<file path="config.mk">
export PLATFORM = sky130hd
export DESIGN_NAME = psrl_ctrl
export DESIGN_NICKNAME = d
export VERILOG_FILES = /design/src/hdl/psrl_pkg.sv /design/src/hdl/psrl_ctrl.sv
export SDC_FILE = /design/constraint.sdc
export NUM_CORES = 1
export LEC_CHECK = 0
export BUFFER_PORTS_ARGS = -buffer_cell sky130_fd_sc_hd__buf_2
export CAP_MARGIN = 30
export CORE_MARGIN = 5
export CORE_UTILIZATION = 45
export CTS_BUF_LIST = sky130_fd_sc_hd__clkbuf_16
export CTS_CLUSTER_SIZE = 25
export DETAILED_ROUTE_END_ITERATION = 16
export GPL_ROUTABILITY_DRIVEN = 1
export GPL_TIMING_DRIVEN = 1
export HOLD_SLACK_MARGIN = 0.03
export PLACE_DENSITY = 0.71
export REMOVE_ABC_BUFFERS = 1
export SLEW_MARGIN = 5
export SYNTH_ARGS = -nofsm -noshare
export SYNTH_HDL_FRONTEND = slang
export SYNTH_SLANG_ARGS = --single-unit
export TNS_END_PERCENT = 100
</file>
<file path="constraint.sdc">
create_clock -name clk -period 5.1 [get_ports clk]
set_clock_uncertainty 0.15 [all_clocks]
set_input_delay 0.255 -clock clk [delete_from_list [all_inputs] [get_ports clk]]
set_output_delay 0.255 -clock clk [all_outputs]
set_load 0.05 [all_outputs]
</file>
<file path="src/hdl/psrl_pkg.sv">
// ---------------------------------------------------------------------------
// psrl_pkg
// Shared types, codes and constants of the per-source window rate limiter.
// ---------------------------------------------------------------------------
package psrl_pkg;

  // default sizes of the tables
  localparam int TABLE_ENTRIES_DEF = 1024;
  localparam int SHARD_COUNT_DEF   = 16;
  localparam int PROBE_DEPTH_DEF   = 8;
  localparam int GATE_WAYS_DEF     = 16;

  // hash and table geometry
  localparam logic [31:0] HASH_MUL = 32'd2654435761;
  localparam int HASH_SHIFT  = 22;
  localparam int HASH_BITS   = 32 - HASH_SHIFT;
  localparam int SHARD_SHIFT = 6;
  localparam int GATE_SETS   = 3;
  localparam int SET_W       = 2;
  localparam int CNT_W       = 17;
  localparam int TIME_W      = 48;
  localparam int KINDS       = 6;
  localparam logic [CNT_W-1:0]  CNT_MAX  = '1;
  localparam logic [TIME_W-1:0] TIME_MAX = '1;
  localparam logic [31:0]       DROP_MAX = '1;

  // event kinds
  localparam logic [2:0] KIND_OPEN  = 3'd0;
  localparam logic [2:0] KIND_PING  = 3'd1;
  localparam logic [2:0] KIND_ECHO  = 3'd2;
  localparam logic [2:0] KIND_MISS  = 3'd3;
  localparam logic [2:0] KIND_BAD   = 3'd4;
  localparam logic [2:0] KIND_CLOSE = 3'd5;

  // deny causes
  localparam logic [1:0] CAUSE_NONE   = 2'd0;
  localparam logic [1:0] CAUSE_WINDOW = 2'd1;
  localparam logic [1:0] CAUSE_GATE   = 2'd2;

  // register indexes
  localparam logic [2:0] REG_OPEN_LIMIT  = 3'd0;
  localparam logic [2:0] REG_ECHO_LIMIT  = 3'd1;
  localparam logic [2:0] REG_MISS_LIMIT  = 3'd2;
  localparam logic [2:0] REG_BAD_LIMIT   = 3'd3;
  localparam logic [2:0] REG_CLOSE_LIMIT = 3'd4;
  localparam logic [2:0] REG_WINDOW_LEN  = 3'd5;
  localparam int PADDR_W = 5;

  typedef struct packed {
    logic [2:0]        kind;
    logic [31:0]       source_addr;
    logic [TIME_W-1:0] timestamp;
  } item_in_t;

  typedef struct packed {
    logic        allowed;
    logic [1:0]  deny_cause;
    logic [31:0] drops_so_far;
  } result_t;

  typedef struct packed {
    logic [31:0]                  src;
    logic [TIME_W-1:0]            ws;
    logic [KINDS-1:0][CNT_W-1:0]  cnt;
  } entry_t;

  typedef struct packed {
    logic [31:0]       src;
    logic [TIME_W-1:0] expiry;
  } gate_t;

  typedef struct packed {
    logic [15:0] open_limit;
    logic [15:0] echo_limit;
    logic [15:0] miss_limit;
    logic [15:0] bad_token_limit;
    logic [15:0] close_limit;
    logic [15:0] window_length;
  } cfg_t;

  // controller to datapath
  typedef struct packed {
    logic clear;
    logic accept;
    logic hash_item;
    logic claim_load_item;
    logic claim_load_pub;
    logic claim_next_set;
    logic claim_hash;
    logic way_clr;
    logic way_inc;
    logic gate_wr;
    logic block;
    logic probe_clr;
    logic probe_chk;
    logic probe_inc;
    logic take_victim;
    logic restart;
    logic update;
    logic ent_wr;
    logic out_load;
  } cmd_t;

  // datapath to controller
  typedef struct packed {
    logic clr_last;
    logic kind_none;
    logic kind_gated;
    logic gate_block;
    logic claim_ok;
    logic way_last;
    logic set_last;
    logic probe_hit;
    logic probe_last;
    logic restart;
    logic publish;
    logic item_claim;
  } stat_t;

endpackage

</file>
<file path="src/hdl/psrl_ctrl.sv">
// ---------------------------------------------------------------------------
// psrl_ctrl
// Sequencer: clearing pass, gate check, probing, publishing and update.
// ---------------------------------------------------------------------------
module psrl_ctrl import psrl_pkg::*; (
  input  logic  clk,
  input  logic  rst,
  input  logic  in_valid,
  output logic  in_ready,
  output logic  out_valid,
  input  logic  out_ready,
  input  stat_t stat,
  output cmd_t  cmd
);

  typedef enum logic [16:0] {
    S_CLEAR  = 17'h00001,
    S_IDLE   = 17'h00002,
    S_HASH   = 17'h00004,
    S_GHASH  = 17'h00008,
    S_GRD    = 17'h00010,
    S_GCK    = 17'h00020,
    S_PSTART = 17'h00040,
    S_PRD    = 17'h00080,
    S_PCK    = 17'h00100,
    S_PVIC   = 17'h00200,
    S_TOUCH  = 17'h00400,
    S_CHASH  = 17'h00800,
    S_CRD    = 17'h01000,
    S_CCK    = 17'h02000,
    S_UPD    = 17'h04000,
    S_EWR    = 17'h08000,
    S_DONE   = 17'h10000
  } state_t;

  state_t state, state_next;
  logic   pub, pub_next;
  logic   ovalid, ovalid_next;

  assign in_ready  = (state == S_IDLE);
  assign out_valid = ovalid;

  // state and flags
  always_ff @(posedge clk) begin
    if (rst) begin
      state  <= S_CLEAR;
      pub    <= 1'b0;
      ovalid <= 1'b0;
    end else begin
      state  <= state_next;
      pub    <= pub_next;
      ovalid <= ovalid_next;
    end
  end

  // next state and commands
  always_comb begin
    state_next  = state;
    pub_next    = pub;
    ovalid_next = ovalid && !out_ready;
    cmd         = '0;
    case (state)
      S_CLEAR: begin
        cmd.clear = 1'b1;
        if (stat.clr_last) state_next = S_IDLE;
      end
      S_IDLE: begin
        if (in_valid) begin
          cmd.accept = 1'b1;
          state_next = S_HASH;
        end
      end
      S_HASH: begin
        cmd.hash_item = 1'b1;
        if (stat.kind_none) begin
          state_next = S_DONE;
        end else if (stat.kind_gated) begin
          cmd.claim_load_item = 1'b1;
          state_next          = S_GHASH;
        end else begin
          state_next = S_PSTART;
        end
      end
      S_GHASH: begin
        cmd.claim_hash = 1'b1;
        cmd.way_clr    = 1'b1;
        state_next     = S_GRD;
      end
      S_GRD: state_next = S_GCK;
      S_GCK: begin
        if (stat.gate_block) begin
          cmd.block  = 1'b1;
          state_next = S_DONE;
        end else if (stat.way_last) begin
          state_next = S_PSTART;
        end else begin
          cmd.way_inc = 1'b1;
          state_next  = S_GRD;
        end
      end
      S_PSTART: begin
        cmd.probe_clr = 1'b1;
        state_next    = S_PRD;
      end
      S_PRD: state_next = S_PCK;
      S_PCK: begin
        cmd.probe_chk = 1'b1;
        if (stat.probe_hit) begin
          state_next = S_TOUCH;
        end else if (stat.probe_last) begin
          state_next = S_PVIC;
        end else begin
          cmd.probe_inc = 1'b1;
          state_next    = S_PRD;
        end
      end
      S_PVIC: begin
        cmd.take_victim = 1'b1;
        state_next      = S_TOUCH;
      end
      S_TOUCH: begin
        if (stat.publish) begin
          cmd.claim_load_pub = 1'b1;
          pub_next           = 1'b1;
          state_next         = S_CHASH;
        end else begin
          cmd.restart = stat.restart;
          state_next  = S_UPD;
        end
      end
      S_CHASH: begin
        cmd.claim_hash = 1'b1;
        cmd.way_clr    = 1'b1;
        state_next     = S_CRD;
      end
      S_CRD: state_next = S_CCK;
      S_CCK: begin
        if (stat.claim_ok || stat.way_last) begin
          cmd.gate_wr = stat.claim_ok;
          if (!pub) begin
            state_next = S_DONE;
          end else if (stat.set_last) begin
            // all three sets claimed: now restart the entry
            cmd.restart = 1'b1;
            pub_next    = 1'b0;
            state_next  = S_UPD;
          end else begin
            cmd.claim_next_set = 1'b1;
            state_next         = S_CHASH;
          end
        end else begin
          cmd.way_inc = 1'b1;
          state_next  = S_CRD;
        end
      end
      S_UPD: begin
        cmd.update = 1'b1;
        state_next = S_EWR;
      end
      S_EWR: begin
        cmd.ent_wr = 1'b1;
        if (stat.item_claim) begin
          cmd.claim_load_item = 1'b1;
          state_next          = S_CHASH;
        end else begin
          state_next = S_DONE;
        end
      end
      S_DONE: begin
        if (!ovalid || out_ready) begin
          cmd.out_load = 1'b1;
          ovalid_next  = 1'b1;
          state_next   = S_IDLE;
        end
      end
      default: state_next = S_CLEAR;
    endcase
  end

endmodule

</file>
# After elaboration in Yosys (flattened, before gate mapping)
# Index checks and enable logic that the tools add are counted.
# classes
eq_ne	22
n_mux	57
reduce_logical	9
# ops
op	n
one-hot mux 17 bit (17 select lines)	1
two-way mux 17 bit	9
two-way mux 1 bit	36
two-way mux 15 bit	2
equality test 17 x 1 -> 1 bit (second input constant)	1
equality test 17 x 10 -> 1 bit (second input constant)	1
equality test 17 x 11 -> 1 bit (second input constant)	1
equality test 17 x 12 -> 1 bit (second input constant)	1
equality test 17 x 13 -> 1 bit (second input constant)	1
equality test 17 x 14 -> 1 bit (second input constant)	1
equality test 17 x 15 -> 1 bit (second input constant)	1
equality test 17 x 16 -> 1 bit (second input constant)	1
equality test 17 bit (second input constant)	1
equality test 17 x 2 -> 1 bit (second input constant)	1
equality test 17 x 3 -> 1 bit (second input constant)	1
equality test 17 x 4 -> 1 bit (second input constant)	1
equality test 17 x 5 -> 1 bit (second input constant)	1
equality test 17 x 6 -> 1 bit (second input constant)	1
equality test 17 x 7 -> 1 bit (second input constant)	1
equality test 17 x 8 -> 1 bit (second input constant)	1
equality test 17 x 9 -> 1 bit (second input constant)	1
two-way mux 7 bit	2
two-way mux 10 bit	1
!= test 2 bit (second input constant)	5
8 further kinds	15
# word_totals
ff_bits	19
input_bits	16
output_inout_bits	21
word_cells	91

# Depth between registers and ports, before layout
# Gate-level depths: netlist of run 1.
# logic_depth
word_depth	4
depth_mapped	7
depth_no_buf	6

# Least setup slack after synthesis of run 1
# Ideal clock, no wire load.
# synth_path
kind	flip-flop to output port
startpoint	reg state[7]
endpoint	out cmd[12] (netlist name)
arrival_time_ns	3.026
required_time_ns	4.695
setup_slack_ns	1.669
path_stages_with_launch	5
n_path_buf	1
path_cell_list	dfxtp_1 > nor4_4 > nand4_2 > nor4_1 > buf_4
# synth_rtl
item	line	text
from (decl)	psrl_ctrl.sv:36	state_t state, state_next;
from (signal assigned)	psrl_ctrl.sv:50	state <= state_next;
to (decl)	psrl_ctrl.sv:13	output cmd_t cmd

==> impl_metrics.tcl, run 1 <==
set metrics [dict create \
    status "complete, no violations" \
    final.setup.worst_slack_ns 2.53 \
    avgViaCountPerCell 5.81 \
    start_kind "flop" \
    reg2reg_to "state[0]$_SDFFE_PP1P_" \
    drt_pass1_iterations 4 \
    critPathBufInv 1 \
    place_inst 218 \
    final_cells 222 \
    dp.final_hpwl_um 2630 \
    setup_viol 0 \
    crit_type "reg -> out" \
    cellLeakagePower_nw 0.676 \
    cts.sinks 19 \
    cp_slowest_cell "nor4_4" \
    rrSetupSlack_ns 3.08 \
    grt_max_degree 19 \
    highest-signal-layer "met4" \
    die_width_um 62.9 \
    synth_seq_cells 19 \
    dieHeight_um 62.9 \
    timing.fmax_mhz 390 \
    n_fill_cell 265 \
    io_buffer_count 36 \
    endpoint_kind "primary output" \
    path_depth 6 \
    antenna_left 0 \
    floorplan.initialDensity_pct 46.5 \
    worstRegToRegCells 5 \
    yosysWarnings 0 \
    netlist_instances 158 \
    crit_family "simple AND/OR/NAND/NOR gates" \
    antenna_found_initial 0 \
    cts_hold_buf 0 \
    detail_route.wirelength_um 3330 \
    power_mw 0.532 \
    met1_length_um 1470 \
    timing.rr.start "state[11]$_SDFFE_PP0P_" \
    synth_top_cell_by_area "dfxtp_1" \
    vdd_ir_drop_max_mv 0.230 \
    drv_cap 0 \
    dp_slack_ns 2.80 \
    cts_root_buf "clkbuf_16" \
    avgSynthCellArea_um2 7.97 \
    antenna_cells 0 \
    worst_slew_pin_slew_ns 0.444 \
    placed_cell_area_um2 1450 \
    cts-resized-gates 0 \
    period_share_pct 50.3 \
    timing.final.max_slew_violations 0 \
    syn-cell-area_um2 1260 \
    drc 0 \
    track_usage_pct 17.8 \
    cp_cell_sequence "nor4_4 > nand3_2 > nor2_2 > nand4_1 > o21ai_1 > buf_2" \
    synth_area_leaders "dfxtp_1 (30%), nor2_1 (7.4%), nor4_4 (5.1%)" \
    synth_top_area_share_pct 30.2 \
    drive_gt1_share_pct 29.8 \
    finalHoldViolCount 0 \
    synth_cell_types 46 \
    area_growth_pct 21.1 \
    drt-wirelength-per-cell_um 15.0 \
    grt_pass1_vias 1276 \
    hold_class "in -> reg" \
    cts_tree "done" \
    clkTransAtPathRegs_ns 0.05 \
    place_congestion 0.828 \
    fp.coreArea_um2 2710 \
    fin_area_um2 1530 \
    wl_met3_um 202 \
    io_pins 37 \
    cp-startpoint "state[7]$_SDFFE_PP0P_" \
    cts_buffer_depth 2 \
    die_area_um2 3960 \
    synth_ff_type "dfxtp_1" \
    synth_enable_flop_cells 0 \
    whs_ns 0.0655 \
    arrival_ns 2.16 \
    min_period_ns 2.57 \
    yosysSeqAreaShare_pct 30.2 \
    async_flop_share_pct 0 \
    cts_htree_levels 1 \
    post_cts_buffers 0 \
    fin_util_pct 56.3 \
    grt_overflow 0 \
    endpoint "cmd[3]" \
    nets 208 \
    rows 19 \
    rsz0062_at_grt "false" \
    crit_required_ns 4.70 \
    insertion_delay_ns 0.25 \
    max-slew-margin-rel_pct 70.3 \
    cts_buffers 3 \
    grt_pass1_wl_um 5730 \
    cp_max_fo 7 \
    crit_path_max_incr_delay_ns 0.47 \
    first_iter_violations 47 \
    p_per_area_nw_per_um2 349 \
    wl_met2_um 1590 \
    final.setup.tns_ns 0 \
    dr_total_vias 1289 \
]
==> worst min-delay path by stage <==
stage	depth (start not counted)	end	startpoint	slack, ns
floorplan	1	state[11]$_SDFFE_PP0P_	rst	0.17
global placement	2	state[9]$_SDFFE_PP0P_	stat[4]	0.32
detailed placement	2	state[9]$_SDFFE_PP0P_	stat[4]	0.33
CTS	2	state[9]$_SDFFE_PP0P_	stat[4]	0.06
global route	2	state[9]$_SDFFE_PP0P_	stat[4]	0.08
finish	2	state[9]$_SDFFE_PP0P_	stat[4]	0.07
==> cell usage after synthesis (2+ instances only) <==
| cell type | n |
|---|---|
| nor2b_1 | 5 |
| dfxtp_1 | 19 |
| inv_1 | 6 |
| nor4_4 | 3 |
| nor3b_1 | 3 |
| or3_1 | 2 |
| buf_2 | 2 |
| nand4_1 | 3 |
| and2_1 | 2 |
| clkbuf_1 | 3 |
| a21oi_1 | 10 |
| nor2_2 | 2 |
| nor3_2 | 3 |
| nand3b_1 | 2 |
| nand2b_1 | 4 |
| nor3_1 | 9 |
| nor2_1 | 25 |
| nor4_1 | 6 |
| nand2_1 | 10 |
| xor2_1 | 4 |
| o21ai_0 | 5 |
| nand4_2 | 3 |
| and3_1 | 2 |
| nand4b_1 | 3 |
==> logic make-up after synthesis <==
logic type / count (synthesis) / share of synthesized area [%]
flops: 19 / 30.2
xor+xnor: 5 / 3.48
compound gates: 28 / 15.3
buf+inv: 14 / 4.67
simple gates: 92 / 46.4
==> cell type report <==
type / instances / area [µm²] / area share (%)
inverters: 7 / 26.3 / 1.72
well taps: 31 / 38.8 / 2.54
clock buffers: 3 / 75.1 / 4.92
multi-input cells: 125 / 821 / 53.8
flip-flops and latches: 19 / 380 / 24.9
clock inverters: 1 / 3.75 / 0.246
repair buffers: 36 / 180 / 11.8
==> cell usage in the layout (no fill, tap or decap), types with 5 or more instances in the layout <==
| master | n |
|---|---|
| a21oi_1 | 10 |
| buf_2 | 36 |
| dfxtp_1 | 19 |
| inv_1 | 7 |
| nand2_1 | 10 |
| nor2_1 | 25 |
| nor2b_1 | 5 |
| nor3_1 | 9 |
| nor4_1 | 6 |
| o21ai_0 | 5 |
==> sequential cells by signal (all words and copies together), names as in the netlist <==
register,count
out_valid,1
pub,1
state,17
==> power by group <==
group	leakage [nW]	total (mW)	switching [mW]	internal [mW]
Sequential	0.154	0.180	0.0213	0.159
Combinational	0.480	0.192	0.126	0.0655
Clock	0.0423	0.160	0.0559	0.104
Total	0.676	0.532	0.203	0.329
==> routing by layer <==
metal / global-route usage [%] / vias to the layer above
met4: 7.16 / 0
met2: 29.6 / 45
li1: - / 640
met5: 0 / -
met3: 4.68 / 7
met1: 21.6 / 597
(Power assumes the default switching activity.)
==> inputs of run 2 (changes only) <==
- clock period: 5.1 -> 2.4 ns (I/O delays scaled with it)
==> impl_metrics.tcl, run 2 (synthesized netlist as in run 1, its figures left out) <==
set metrics [dict create \
    status "complete, no violations" \
    arrival_ns 2.08 \
    antenna_left 0 \
    endpoint_kind "primary output" \
    final_common_cell "buf_2" \
    top_register "state" \
    cp_max_fo 7 \
    setup_viol 0 \
    antenna_cells 0 \
    min_period_ns 2.35 \
    drt-wirelength-per-cell_um 15.1 \
    drc 0 \
    antenna_found_initial 0 \
    p_per_area_nw_per_um2 720 \
    max-slew-margin-rel_pct 68.7 \
    grt_overflow 0 \
    cts.sinks 19 \
    place_congestion 0.828 \
    crit_type "reg -> out" \
    timing.final.max_slew_violations 0 \
    start_kind "flop" \
    dr_total_vias 1322 \
    insertion_delay_ns 0.25 \
    area_growth_pct 31.7 \
    io_buffer_count 36 \
    nets 218 \
    power_mw 1.19 \
    cts_buffers 3 \
    detail_route.wirelength_um 3510 \
    largest_register_ffs 17 \
    cts_root_buf "clkbuf_16" \
    clkTransAtPathRegs_ns 0.05 \
    first_iter_violations 72 \
    final.setup.worst_slack_ns 0.0504 \
    worstRegToRegCells 6 \
    dieHeight_um 62.9 \
    dp.final_hpwl_um 2600 \
    mostFrequentLayoutCells "buf_2 (33), nor2_1 (23), dfxtp_1 (17), nand2_1 (10), a21oi_1 (10)" \
    drt_pass1_iterations 4 \
    worst_slew_pin_slew_ns 0.467 \
    avgViaCountPerCell 5.70 \
    cts_buffer_depth 2 \
    io_pins 37 \
    rsz0062_at_grt "true" \
    rows 19 \
    track_usage_pct 18.2 \
    grt_pass1_vias 1277 \
    dp_slack_ns 0.264 \
    hold_class "in -> reg" \
    drv_cap 0 \
    cts_htree_levels 1 \
    drive_gt1_share_pct 33.3 \
    grt_pass1_wl_um 5820 \
    hold-path-cell-count 3 \
    cellLeakagePower_nw 0.720 \
    grt_max_degree 19 \
    finalHoldViolCount 0 \
    die_area_um2 3960 \
    die_width_um 62.9 \
    period_share_pct 97.9 \
    vdd_ir_drop_max_mv 0.754 \
    crit_required_ns 2.13 \
    timing.fmax_mhz 426 \
    fp.coreArea_um2 2710 \
    floorplan.initialDensity_pct 46.5 \
    cts_tree "done" \
]
-- run 2: cell types whose count changed in the layout (fill, tap and decap cells not counted), sizes merged --
cell | before | now
buf | 36 | 38
dlygate4sd3 | 0 | 6
clkbuf | 3 | 5
-- run 2: area by class of cell --
cell class | count | area (µm²)
inverter | 7 | 26.3
tap | 31 | 38.8
clock inverter | 1 | 3.75
fill | 239 | 1050
clock buffer | 3 | 75.1
multi-input combinational | 125 | 855
timing repair buffer | 46 | 278
sequential | 19 | 383
-- run 2: worst paths after layout --
path	from	endpoint	slack (ns)
setup / recovery	state[1]$_SDFFE_PP0P_	cmd[0]	0.05
hold / removal	stat[10]	state[3]$_SDFFE_PP0P_	0.04
setup reg to reg	state[2]$_SDFFE_PP0P_	state[0]$_SDFFE_PP1P_	0.37
hold reg to reg	pub$_SDFFE_PP0P_	pub$_SDFFE_PP0P_	0.40
-- run 2: per-layer routing --
layer / global-route usage (%) / up-vias / wire (µm)
met5: 0 / - / 0
met4: 6.37 / 0 / 55
met3: 4.14 / 5 / 221
met2: 31.0 / 41 / 1740
met1: 22.0 / 618 / 1490
li1: - / 658 / -
-- run 2: worst max-delay path, stage by stage (launching register included) --
cell	delay, ns
dfxtp_1	0.37
nor4_4	0.29
buf_4	0.18
nand4_2	0.26
nor2b_1	0.29
nor2b_1	0.16
buf_2	0.27
-- run 2: power by group --
part,switching [mW],internal [mW]
sequential,0.0473,0.339
clock,0.123,0.222
combinational,0.291,0.172
-- run 2: repair_timing --
item	4_1_cts	5_1_grt
hold buffers	6	0
pin swaps	0	5
setup buffers	0	4
resized for setup	2	10
setup endpoints to repair	2	11
hold endpoints to repair	6	0
-- run 2: per-stage QoR --
stage	cell area [µm²]	hold slack (ns)	setup TNS, ns	cells	util [%]
finish	1660	0.0426	0	232	61.2
global route	1660	0.0572	-0.114	232	61.2
CTS	1590	0.0362	0	228	58.8
detailed placement	1450	0.195	0	218	53.4
global placement	1450	0.183	0	218	53.4
floorplan	1230	0.0391	-3.99	151	-
==> inputs of run 3 (changes only) <==
- PLACE_DENSITY: 0.71 -> default
- PLACE_DENSITY_LB_ADDON: default -> 0.2
==> impl_metrics.tcl, run 3 (synthesized netlist as in run 1, its figures left out) <==
set metrics [dict create \
    crit_type "reg -> out" \
    endpoint_kind "primary output" \
    place_inst 220 \
    cts_root_buf "clkbuf_16" \
    drive_gt1_share_pct 33.8 \
    n_fill_cell 252 \
    rows 19 \
    antenna_left 0 \
    cts_tree "done" \
    antenna_found_initial 0 \
    drc 0 \
    cts_htree_levels 1 \
    vdd_ir_drop_max_mv 0.814 \
    max-slew-margin-rel_pct 70.6 \
    cts_buffers 3 \
    dp.final_hpwl_um 2600 \
    status "complete, no violations" \
    drt_pass1_iterations 4 \
    cp_cell_sequence "nor4_4 > buf_4 > nand4_1 > nor3_2 > a21oi_1 > nor2_1 > buf_2" \
    finalHoldViolCount 0 \
    power_mw 1.22 \
    place_congestion 0.857 \
    grt_overflow 0 \
    final_common_cell "buf_2" \
    grt_pass1_wl_um 5680 \
    rrSetupSlack_ns 0.19 \
    dr_total_vias 1328 \
    p_per_area_nw_per_um2 724 \
    cellLeakagePower_nw 0.728 \
    dieHeight_um 62.9 \
    cp_slowest_cell "dfxtp_1" \
    antenna_cells 0 \
    floorplan.initialDensity_pct 46.5 \
    area_growth_pct 33.3 \
    drv_cap 0 \
    setup_viol 0 \
    io_pins 37 \
    dp_slack_ns 0.239 \
    detail_route.wirelength_um 3420 \
    cts_buffer_depth 2 \
    placed_cell_area_um2 1460 \
    worst_slew_pin_slew_ns 0.439 \
    crit_path_max_incr_delay_ns 0.38 \
    avgViaCountPerCell 5.65 \
    nets 221 \
    fp.coreArea_um2 2710 \
    cts.sinks 19 \
    top_register "state" \
    die_area_um2 3960 \
    first_iter_violations 58 \
    largest_register_ffs 17 \
    io_buffer_count 36 \
    track_usage_pct 17.6 \
    cp_max_fo 6 \
    arrival_ns 2.04 \
    clkTransAtPathRegs_ns 0.06 \
    multiInputGateArea_um2 848 \
    grt_pass1_vias 1260 \
    fin_util_pct 62.0 \
    start_kind "flop" \
    timing.final.max_slew_violations 0 \
    min_period_ns 2.31 \
    grt_max_degree 19 \
    insertion_delay_ns 0.26 \
    final.setup.tns_ns 0 \
    whs_ns 0.0303 \
    final.setup.worst_slack_ns 0.0880 \
    crit_required_ns 2.13 \
    drt-wirelength-per-cell_um 14.5 \
    timing.fmax_mhz 433 \
    final_cells 235 \
    die_width_um 62.9 \
    period_share_pct 96.3 \
    seq_area_um2 380 \
    hold_class "in -> reg" \
    fin_area_um2 1680 \
    mostFrequentLayoutCells "buf_2 (33), nor2_1 (22), dfxtp_1 (19), nand2_1 (10), a21oi_1 (10)" \
]
## run 3: cell count changes in the layout (fill, tap and decap cells not counted), moves of 2 or more
cell     previous run  this run
buf_4               5         8
dfxtp_2             2         0
dfxtp_1            17        19
nor2_4              2         0
nor2_2              2         5
## run 3: layout make-up
| cell class | count | share of cell area (%) |
|---|---|---|
| Timing Repair Buffer | 49 | 18.0 |
| Tap cell | 31 | 2.31 |
| Sequential cell | 19 | 22.7 |
| Clock inverter | 1 | 0.447 |
| Clock buffer | 3 | 4.47 |
| Multi-Input combinational cell | 125 | 50.5 |
| Inverter | 7 | 1.56 |
## run 3: where the power goes
part / internal (mW) / switching (mW)
Clock: 0.226 / 0.131
Combinational: 0.186 / 0.301
Sequential: 0.338 / 0.0344
Total: 0.749 / 0.467
## run 3: repair_timing
action | 4_1_cts | 5_1_grt
hold buffers | 7 | 0
endpoints found under the setup margin | 2 | 13
pin swaps | 1 | 4
endpoints found under the hold margin | 6 | 0
buffers inserted | 0 | 4
resized for setup | 1 | 10
## run 3: final timing paths
kind	start	end	cells after the start
max	state[15]$_SDFFE_PP0P_	cmd[10]	7
max reg2reg	state[15]$_SDFFE_PP0P_	state[3]$_SDFFE_PP0P_	7
min reg2reg	pub$_SDFFE_PP0P_	pub$_SDFFE_PP0P_	2
min	stat[1]	state[14]$_SDFFE_PP0P_	3
## run 3: layer usage
layer	part of all wire, %	vias to the layer above	GRT usage (%)
met3	6.5	4	5.40
met5	0	-	0
met4	0.94	0	3.98
met2	49	41	29.9
li1	-	665	-
met1	43	618	21.6
## run 3: critical path, delay by kind of cell (launching register included)
kind,cells,cell delay (ns)
simple gates,4,0.88
flops,1,0.38
compound gates,1,0.06
buf+inv,2,0.46
